$ cat src/hdl/tkd_pkg.sv
// Shared constants and types for the top-k distinct score table.
package tkd_pkg;

   localparam int SCORE_W         = 32;
   localparam int RANK_W          = 6;
   localparam int DEF_TABLE_DEPTH = 5;

   // Per-cycle commands broadcast along the cell chain
   typedef struct packed {
      logic capture;   // compare the incoming request against the entry
      logic commit;    // shift/insert the captured score
      logic rotate;    // pass entries one step toward cell 0
   } cell_ctrl_type;

   typedef enum logic [2:0] {
      ST_IDLE = 3'b001,
      ST_UPD  = 3'b010,
      ST_EMIT = 3'b100
   } state_type;

endpackage

$ cat src/hdl/tkd_cell.sv
// One table cell: holds one entry, its compare flags, and links to its neighbors.
module tkd_cell (
   input  logic                                 clock,
   input  logic                                 reset,
   input  tkd_pkg::cell_ctrl_type               ctrl,
   input  logic signed [tkd_pkg::SCORE_W-1:0]   req_score,
   input  logic signed [tkd_pkg::SCORE_W-1:0]   score,
   input  logic                                 insert,
   input  logic                                 prev_gt,
   input  logic signed [tkd_pkg::SCORE_W-1:0]   prev_entry,
   input  logic signed [tkd_pkg::SCORE_W-1:0]   next_entry,
   output logic signed [tkd_pkg::SCORE_W-1:0]   entry,
   output logic                                 gt,
   output logic                                 eq
);
   import tkd_pkg::*;

   logic signed [SCORE_W-1:0] entry_ff, entry_in;
   logic                      gt_ff, eq_ff;

   always_comb begin
      entry_in = entry_ff;
      if (ctrl.commit && insert && !gt_ff) begin
         entry_in = prev_gt ? score : prev_entry;
      end else if (ctrl.rotate) begin
         entry_in = next_entry;
      end
   end

   always_ff @(posedge clock) begin
      if (reset) begin
         entry_ff <= '0;
      end else begin
         entry_ff <= entry_in;
      end
   end

   always_ff @(posedge clock) begin
      if (ctrl.capture) begin
         gt_ff <= entry_ff > req_score;
         eq_ff <= entry_ff == req_score;
      end
   end

   assign entry = entry_ff;
   assign gt    = gt_ff;
   assign eq    = eq_ff;

endmodule

$ cat src/hdl/top_k_distinct_score_table.sv
// Top level of the top-k distinct score table: cell chain, sequencer and result register.
// An accepted request is compared, committed in ST_UPD, and its rank-0 result loaded
//   into the result register; the other TABLE_DEPTH-1 results follow one per cycle while
//   rsp_ready is high, the chain rotating once per result; a new request waits for idle.
// Reset (synchronous, active high) clears every table entry to zero, empties the
//   result register and returns the sequencer to idle.
module top_k_distinct_score_table #(
   parameter int TABLE_DEPTH = tkd_pkg::DEF_TABLE_DEPTH
) (
   input  logic                                 clock,
   input  logic                                 reset,
   input  logic                                 req_valid,
   output logic                                 req_ready,
   input  logic signed [tkd_pkg::SCORE_W-1:0]   req_score,
   output logic                                 rsp_valid,
   input  logic                                 rsp_ready,
   output logic signed [tkd_pkg::SCORE_W-1:0]   rsp_entry_value,
   output logic        [tkd_pkg::RANK_W-1:0]    rsp_entry_rank,
   output logic                                 rsp_last_entry,
   output logic                                 rsp_inserted,
   output logic                                 rsp_duplicate
);
   import tkd_pkg::*;

   localparam logic [RANK_W-1:0] LAST_RANK = RANK_W'(TABLE_DEPTH - 1);

   state_type                 state_ff, state_in;
   logic [RANK_W-1:0]         cnt_ff, cnt_in;
   logic signed [SCORE_W-1:0] score_ff;
   logic                      ins_ff, dup_ff;

   logic signed [SCORE_W-1:0] cell_entry [TABLE_DEPTH];
   logic [TABLE_DEPTH-1:0]    cell_gt, cell_eq;
   cell_ctrl_type             ctrl;

   logic                      req_fire, rsp_load, dup_w, ins_w;

   logic signed [SCORE_W-1:0] out_value_ff;
   logic [RANK_W-1:0]         out_rank_ff;
   logic                      out_valid_ff, out_last_ff, out_ins_ff, out_dup_ff;

   // Offer decision: any equal entry marks a duplicate; otherwise the score
   // enters unless the last entry is already above it.
   assign dup_w = |cell_eq;
   assign ins_w = !dup_w && !cell_gt[TABLE_DEPTH-1];

   assign req_ready = state_ff == ST_IDLE;
   assign req_fire  = req_valid && req_ready;
   // During the emit pass, load the result register whenever it is empty or being drained.
   assign rsp_load  = (state_ff == ST_EMIT) && (!out_valid_ff || rsp_ready);

   always_comb begin
      ctrl.capture = req_fire;
      ctrl.commit  = state_ff == ST_UPD;
      ctrl.rotate  = rsp_load;
   end

   // Cell chain: entry i receives from i-1 on insert and from i+1 on rotate,
   // the last cell wraps to cell 0 so a full emit pass restores the order.
   for (genvar i = 0; i < TABLE_DEPTH; i++) begin : g_cell
      localparam int NEXT = (i + 1) % TABLE_DEPTH;
      logic                      prev_gt;
      logic signed [SCORE_W-1:0] prev_entry;
      if (i == 0) begin : g_head
         assign prev_gt    = 1'b1;
         assign prev_entry = score_ff;
      end else begin : g_body
         assign prev_gt    = cell_gt[i-1];
         assign prev_entry = cell_entry[i-1];
      end
      tkd_cell u_cell (
         .clock      (clock),
         .reset      (reset),
         .ctrl       (ctrl),
         .req_score  (req_score),
         .score      (score_ff),
         .insert     (ins_w),
         .prev_gt    (prev_gt),
         .prev_entry (prev_entry),
         .next_entry (cell_entry[NEXT]),
         .entry      (cell_entry[i]),
         .gt         (cell_gt[i]),
         .eq         (cell_eq[i])
      );
   end

   always_comb begin
      state_in = state_ff;
      cnt_in   = cnt_ff;
      unique case (state_ff)
         ST_IDLE: begin
            if (req_fire) state_in = ST_UPD;
         end
         ST_UPD: begin
            state_in = ST_EMIT;
            cnt_in   = '0;
         end
         ST_EMIT: begin
            if (rsp_load) begin
               if (cnt_ff == LAST_RANK) begin
                  state_in = ST_IDLE;
                  cnt_in   = '0;
               end else begin
                  cnt_in = cnt_ff + 1'b1;
               end
            end
         end
         default: begin
            state_in = ST_IDLE;
            cnt_in   = '0;
         end
      endcase
   end

   always_ff @(posedge clock) begin
      if (reset) begin
         state_ff     <= ST_IDLE;
         cnt_ff       <= '0;
         out_valid_ff <= 1'b0;
      end else begin
         state_ff <= state_in;
         cnt_ff   <= cnt_in;
         if (rsp_load) begin
            out_valid_ff <= 1'b1;
         end else if (rsp_ready) begin
            out_valid_ff <= 1'b0;
         end
      end
   end

   // Hold the request score and the offer flags for the whole run.
   always_ff @(posedge clock) begin
      if (req_fire) score_ff <= req_score;
      if (state_ff == ST_UPD) begin
         ins_ff <= ins_w;
         dup_ff <= dup_w;
      end
      if (rsp_load) begin
         out_value_ff <= cell_entry[0];
         out_rank_ff  <= cnt_ff;
         out_last_ff  <= cnt_ff == LAST_RANK;
         out_ins_ff   <= ins_ff;
         out_dup_ff   <= dup_ff;
      end
   end

   assign rsp_valid       = out_valid_ff;
   assign rsp_entry_value = out_value_ff;
   assign rsp_entry_rank  = out_rank_ff;
   assign rsp_last_entry  = out_last_ff;
   assign rsp_inserted    = out_ins_ff;
   assign rsp_duplicate   = out_dup_ff;

endmodule

$ cat config.mk
export PLATFORM = sky130hd
export DESIGN_NAME = top_k_distinct_score_table
export DESIGN_NICKNAME = d
export VERILOG_FILES = /design/src/hdl/tkd_pkg.sv /design/src/hdl/tkd_cell.sv /design/src/hdl/top_k_distinct_score_table.sv
export SDC_FILE = /design/constraint.sdc
export NUM_CORES = 1
export LEC_CHECK = 0
export ABC_AREA = 1
export BUFFER_PORTS_ARGS = -buffer_cell sky130_fd_sc_hd__buf_2
export CORE_UTILIZATION = 30
export CTS_BUF_LIST = sky130_fd_sc_hd__clkbuf_4 sky130_fd_sc_hd__clkbuf_8 sky130_fd_sc_hd__clkbuf_16
export DETAILED_ROUTE_END_ITERATION = 6
export HOLD_SLACK_MARGIN = 0.15
export PLACE_DENSITY = 0.5
export SLEW_MARGIN = 20
export SYNTH_ARGS = -nofsm -noshare
export SYNTH_HDL_FRONTEND = slang
export SYNTH_SLANG_ARGS = --single-unit
export TNS_END_PERCENT = 5
$ cat constraint.sdc
create_clock -name clock -period 3.32 [get_ports clock]
set_input_delay 0.664 -clock clock [delete_from_list [all_inputs] [get_ports clock]]
set_output_delay 0.664 -clock clock [all_outputs]
set_load 0.01 [all_outputs]
==> results.sh, run 1 <==
export IMPL_outcome="finished, final reports clean"
export IMPL_dp_final_hpwl_mm=34.6
export IMPL_clock_sinks=255
export IMPL_arrival_ns=2.66
export IMPL_drive_above_1_share_pct=8.11
export IMPL_peakVddDrop_uv=242
export IMPL_vias=14733
export IMPL_via_per_inst=5.00
export IMPL_synth_area_leaders="dfxtp_1 (21%), edfxtp_1 (16%), nand2_1 (15%)"
export IMPL_timing_final_crit_share_pct=67.6
export IMPL_cts_resized=0
export IMPL_power_internal_mw=5.86
export IMPL_htree_num_levels=2
export IMPL_grt_use_total_pct=19.9
export IMPL_dp_worst_setup_slack_ns=0.575
export IMPL_syn_area_sq_um=15900
export IMPL_p_clk_share_pct=47.1
export IMPL_yosys_most_used_dff="dfxtp_1"
export IMPL_total_power_mw=8.03
export IMPL_critPathMaxFanout=32
export IMPL_max_freq_ghz=0.445
export IMPL_rsz0062_at_grt="false"
export IMPL_crit_buf_inv=3
export IMPL_yosysTopAreaCell="dfxtp_1"
export IMPL_grt_overflow=0
export IMPL_start_kind="register"
export IMPL_firstDrtPassIters=6
export IMPL_maxSlewViolCount=0
export IMPL_finalSetupViolations=0
export IMPL_grt_use_met2_pct=32.0
export IMPL_worst_clock_skew_ns=0.0230
export IMPL_synthesis_nets=2411
export IMPL_ant_nets=0
export IMPL_setup_tns_ns=0
export IMPL_port_buffers=78
export IMPL_combPwrFrac_pct=10.3
export IMPL_final_cells=2949
export IMPL_slew_headroom_pct=30.3
export IMPL_hold_viol=0
export IMPL_switching_share_pct=27.0
export IMPL_hold_class="in2reg"
export IMPL_max_stage_delay_ns=0.40
export IMPL_syn_instance_count=2213
export IMPL_layout_nets=2441
export IMPL_n_fill_cell=5492
export IMPL_place_inst=2887
export IMPL_drt_iter0_markers=1232
export IMPL_wl_per_cell_microns=18.1
export IMPL_clk_path_buf_depth=3
export IMPL_worstMarginPinSlew_ns=1.04
export IMPL_antenna_found_initial=0
export IMPL_setup_worst_path_class="reg2reg"
export IMPL_leakage_nw=7.83
export IMPL_max_cap_viol_count=0
export IMPL_fp_dieW_microns=232
export IMPL_use_met3_pct=2.92
export IMPL_initial_core_util_pct=30.6
export IMPL_clk_pin_slew_worst_paths_ns=0.06
export IMPL_switchingPower_mw=2.17
export IMPL_top_usage_layer="met2"
export IMPL_endpoint_kind="register"
export IMPL_synth_edf_count=85
export IMPL_cts_tree="done"
export IMPL_synth_largest_type_area_fraction_pct=21.4
export IMPL_yosysWarnings=0
export IMPL_ioPinCount=79
export IMPL_syn_mean_instance_area_sq_um=7.17
export IMPL_diodes=0
export IMPL_grt_pass1_wl_mm=82.6
export IMPL_clkLatencyLatePin_ns=0.55
export IMPL_synth_seq_cells=255
export IMPL_cp_required_ns=3.74
export IMPL_core_rowCount=83
export IMPL_power_density_nw_per_um2=444
export IMPL_crit_path_cell_trace="inv_1, nand3_1, inv_2, nand3_2, buf_4, o21ai_0, a21oi_1"
export IMPL_die_area_sq_um=53800
export IMPL_cts_root_buf="clkbuf_16"
export IMPL_seq_power_share_pct=42.6
export IMPL_core_region_area_sq_um=51800
export IMPL_use_met1_pct=27.4
export IMPL_ys_async_sr_fraction_pct=0
export IMPL_die_h_microns=232
export IMPL_yosysMostFrequentCell="nand2_1"
export IMPL_grt_max_degree=165
export IMPL_grt_pass1_vias=13803
export IMPL_routed_wl_mm=53.3
export IMPL_layout_setup_ws_ns=1.07
export IMPL_cts_buffers=34
export IMPL_cts_setup_buffers=0
export IMPL_fin_crit_ns=2.25
export IMPL_post_route_drc_count=0
export IMPL_ys_types=33
export IMPL_cp_slowest_cell="buf_4"
export IMPL_gp_congestion=0.849
export IMPL_critical_path_top_delay_family="buffers and inverters"
export IMPL_ys_seq_area_share_pct=37.5
export IMPL_syn2layout_area_growth_pct=13.9
export IMPL_ctsHoldBuffers=0
export IMPL_yosys_top_cells_count="nand2_1 (619), o21ai_0 (256), inv_1 (242)"
worst register-to-register path, delay by kind of cell, from the launching register on:
| kind | cells | cell delay (ns) |
|---|---|---|
| AOI/OAI and AO/OA | 2 | 0.31 |
| buffers and inverters | 3 | 0.89 |
| DFF | 1 | 0.31 |
| and+or+nand+nor | 2 | 0.63 |
power by group through the flow:
| stage | clock (mW) | combinational [mW] | sequential [mW] |
|---|---|---|---|
| floorplan | 0 | 0.514 | 3.46 |
| global placement | 0 | 0.819 | 3.49 |
| detailed placement | 0 | 0.830 | 3.49 |
| CTS | 3.90 | 0.832 | 3.42 |
| global route | 4.01 | 0.918 | 3.43 |
| finish | 3.78 | 0.829 | 3.42 |
logic make-up after synthesis:
logic type | share of synthesized area [%]
and+or+nand+nor | 24.1
DFF | 37.5
muxes | 1.20
buffers and inverters | 9.01
adders and majority gates | 12.8
AOI/OAI and AO/OA | 15.4
final cells by class:
cell class / count / area, sq um / area share, %
Inverter: 246 / 923 / 5.11
Clock buffer: 55 / 1080 / 5.97
Timing Repair Buffer: 109 / 711 / 3.93
Clock inverter: 7 / 58.8 / 0.325
Multi-Input combinational cell: 1597 / 8500 / 47.0
Sequential cell: 255 / 5960 / 32.9
Tap cell: 680 / 851 / 4.71
final timing paths:
| kind | start | to | slack [ns] | depth (start not counted) |
|---|---|---|---|---|
| min reg2reg | cnt_ff[2]$_SDFFE_PP0P_ | rsp_entry_rank[2]$_DFFE_PP_ | 0.43 | 0 |
| max reg2reg | state_ff[2]$_SDFFE_PP0P_ | g_cell[3].u_cell.entry[12]$_SDFFE_PP0P_ | 1.07 | 7 |
| max | state_ff[2]$_SDFFE_PP0P_ | g_cell[3].u_cell.entry[12]$_SDFFE_PP0P_ | 1.07 | 7 |
| min | req_score[14] | g_cell[0].prev_entry[14]$_DFFE_PP_ | 0.31 | 1 |
layer usage:
| metal | vias up | wire length (microns) |
|---|---|---|
| met5 | - | 0 |
| met4 | 0 | 1330 |
| met3 | 93 | 2760 |
| met2 | 397 | 24000 |
| met1 | 6878 | 25200 |
| li1 | 7365 | - |
registers in the layout, indices dropped and copies added, names as in the netlist, 3 cells and up:
name                 count
cnt_ff                   6
g_cell.prev_entry       32
state_ff                 3
rsp_entry_value         32
rsp_entry_rank           6
g_cell.u_cell.eq         5
g_cell.u_cell.entry    160
g_cell.u_cell.gt         5
per-stage QoR:
| stage | utilization (%) | hold slack (ns) | area (sq um) |
|---|---|---|---|
| after detailed placement | 32.7 | 0.425 | 16900 |
| final | 34.9 | 0.311 | 18100 |
| after CTS | 34.9 | 0.282 | 18100 |
| after global routing | 34.9 | 0.296 | 18100 |
| after global placement | 32.7 | 0.424 | 16900 |
| after floorplan | - | 0.400 | 15900 |
placed cells by master (no fill, tap or decap), types with 3 or more instances in the layout:
cell / n
a21o_1: 6
a21oi_1: 169
a31oi_1: 32
and2_1: 3
buf_12: 7
buf_2: 78
buf_4: 24
clkbuf_16: 37
clkbuf_4: 15
clkbuf_8: 3
clkinv_2: 5
dfxtp_1: 170
edfxtp_1: 85
ha_1: 162
inv_1: 241
inv_2: 4
mux2i_1: 19
nand2_1: 619
nand3_1: 113
nand3_2: 3
nand4_1: 20
nor2_1: 161
nor2_4: 3
nor3_1: 9
nor3b_1: 3
o21a_1: 4
o21ai_0: 256
o21ai_1: 6
No activity file was read; power rests on OpenSTA's default activity.
==> inputs of run 2 (changes only) <==
PLACE_DENSITY = 0.51   (was 0.5)
clock period = 2 ns   (was 3.32 ns; I/O delays follow)
==> run 2 against run 1 <==
Compared with the run above: via count up 3.6%; register-to-register slack worse by 1.0 ns; sequential power up 66%; critical path type unchanged; non-clock buffer count up 159; die area unchanged; combinational power up 95%; final area up 8.4%.
==> results.sh, run 2 (synthesis results as in run 1) <==
export IMPL_outcome="finished, final reports clean"
export IMPL_clk_pin_slew_worst_paths_ns=0.06
export IMPL_n_fill_cell=5394
export IMPL_fin_hold_ws_ns=0.204
export IMPL_critical_path_top_delay_family="compound AO/OA/AOI/OAI gates"
export IMPL_maxSlewViolCount=0
export IMPL_cts_tree="done"
export IMPL_die_h_microns=232
export IMPL_diodes=0
export IMPL_initial_core_util_pct=30.6
export IMPL_dp_final_hpwl_mm=37.4
export IMPL_antenna_found_initial=0
export IMPL_final_cell_mix="nand2_1 (618), o21ai_0 (253), inv_1 (240)"
export IMPL_htree_num_levels=2
export IMPL_final_cells=3108
export IMPL_slew_headroom_pct=50.4
export IMPL_vias=15264
export IMPL_power_density_nw_per_um2=702
export IMPL_rsz0062_at_grt="false"
export IMPL_critPathMaxFanout=4
export IMPL_worst_clock_skew_ns=0.0178
export IMPL_p_clk_share_pct=47.0
export IMPL_switchingPower_mw=3.69
export IMPL_gp_congestion=0.877
export IMPL_routed_wl_mm=54.4
export IMPL_switching_share_pct=26.9
export IMPL_place_inst=3010
export IMPL_wl_per_cell_microns=17.5
export IMPL_ioPinCount=79
export IMPL_crit_buf_inv=0
export IMPL_cts_buffers=34
export IMPL_power_internal_mw=10.1
export IMPL_setup_worst_path_class="reg2reg"
export IMPL_clkLatencyLatePin_ns=0.54
export IMPL_firstDrtPassIters=6
export IMPL_grt_pass1_wl_mm=84.7
export IMPL_largest_register_ffs=160
export IMPL_fin_crit_ns=1.93
export IMPL_hold_class="in2reg"
export IMPL_seq_power_share_pct=41.3
export IMPL_start_kind="register"
export IMPL_clk_path_buf_depth=3
export IMPL_layout_nets=2600
export IMPL_finalSetupViolations=0
export IMPL_syn2layout_area_growth_pct=23.5
export IMPL_total_power_mw=13.8
export IMPL_drive_above_1_share_pct=13.1
export IMPL_hold_viol=0
export IMPL_grt_overflow=0
export IMPL_peakVddDrop_uv=497
export IMPL_combPwrFrac_pct=11.8
export IMPL_layout_setup_ws_ns=0.0674
export IMPL_clock_sinks=255
export IMPL_max_cap_viol_count=0
export IMPL_dp_worst_setup_slack_ns=-0.286
export IMPL_grt_use_total_pct=20.3
export IMPL_arrival_ns=2.22
export IMPL_via_per_inst=4.91
export IMPL_post_route_drc_count=0
export IMPL_endpoint_kind="register"
export IMPL_cpMostUsedCell="nand2_1"
export IMPL_final_common_cell="nand2_1"
export IMPL_timing_final_crit_share_pct=96.6
export IMPL_max_freq_ghz=0.517
export IMPL_fp_dieW_microns=232
export IMPL_worstMarginPinSlew_ns=0.744
export IMPL_die_area_sq_um=53800
export IMPL_grt_max_degree=73
export IMPL_grt_pass1_vias=14787
export IMPL_ant_nets=0
export IMPL_max_stage_delay_ns=0.41
export IMPL_core_rowCount=83
export IMPL_cts_root_buf="clkbuf_16"
export IMPL_cp_slowest_cell="dfxtp_1"
export IMPL_setup_tns_ns=0
export IMPL_port_buffers=78
export IMPL_cp_required_ns=2.28
export IMPL_core_region_area_sq_um=51800
export IMPL_drt_iter0_markers=971
export IMPL_leakage_nw=8.67
export IMPL_crit_path_cell_trace="ha_1, a21oi_1, o21ai_0, nand2_1, nand2_1, a21oi_1, nand2_1, nand2_1, a21oi_1"
## run 2: cell count changes in the layout (fill, tap and decap cells not counted), moves of 3 or more
cell,before,now
buf_12,7,16
dlygate4sd3_1,0,32
o21ai_0,256,253
clkbuf_4,15,8
buf_4,24,138
o21ai_1,6,9
## run 2: worst paths after layout
check,startpoint,endpoint,slack (ns),cells past startpoint
worst max-delay path,g_cell[0].u_cell.entry[25]$_SDFFE_PP0P_,g_cell[0].u_cell.gt$_DFFE_PP_,0.07,9
worst min-delay path,req_valid,state_ff[1]$_SDFFE_PP0P_,0.20,3
worst max register to register,g_cell[0].u_cell.entry[25]$_SDFFE_PP0P_,g_cell[0].u_cell.gt$_DFFE_PP_,0.07,9
worst min register to register,cnt_ff[2]$_SDFFE_PP0P_,rsp_entry_rank[2]$_DFFE_PP_,0.43,0
## run 2: final cells by class
class                           instances  area [sq um]  area share [%]
Timing Repair Buffer                  268          2140            10.9
Clock inverter                         14           148           0.754
Tap cell                              680           851            4.34
Clock buffer                           48          1030            5.24
Inverter                              246           923            4.71
Sequential cell                       255          5960            30.4
Multi-Input combinational cell       1597          8540            43.6
## run 2: worst register-to-register path: stages (launching register included)
cell,delay (ns)
dfxtp_1,0.41
ha_1,0.27
a21oi_1,0.21
o21ai_0,0.16
nand2_1,0.09
nand2_1,0.13
a21oi_1,0.23
nand2_1,0.08
nand2_1,0.06
a21oi_1,0.05
## run 2: per-stage QoR
step / utilization, % / area, sq um
final: 37.8 / 19600
after global routing: 37.8 / 19600
after CTS: 37.6 / 19500
after detailed placement: 34.7 / 18000
after global placement: 34.7 / 18000
after floorplan: - / 15900
## run 2: routing by layer
layer	global-route usage (%)	up-vias	wire length, microns
li1	-	7697	-
met1	27.5	7091	25500
met2	32.7	378	24500
met3	2.59	98	2530
met4	7.79	0	1790
met5	0	-	0
## run 2: power groups by stage
stage / clock, mW / combinational [mW] / sequential [mW]
detailed placement: 0 / 1.54 / 5.78
global placement: 0 / 1.52 / 5.78
global route: 6.84 / 1.78 / 5.69
finish: 6.46 / 1.62 / 5.68
floorplan: 0 / 0.862 / 5.73
CTS: 6.64 / 1.60 / 5.67
## run 2: timing repair
item | 4_1_cts | 5_1_grt
endpoints found under the hold margin | 32 | 0
buffers inserted | 0 | 3
hold buffers | 32 | 0
endpoints found under the setup margin | 0 | 43
gates resized for setup | 0 | 15
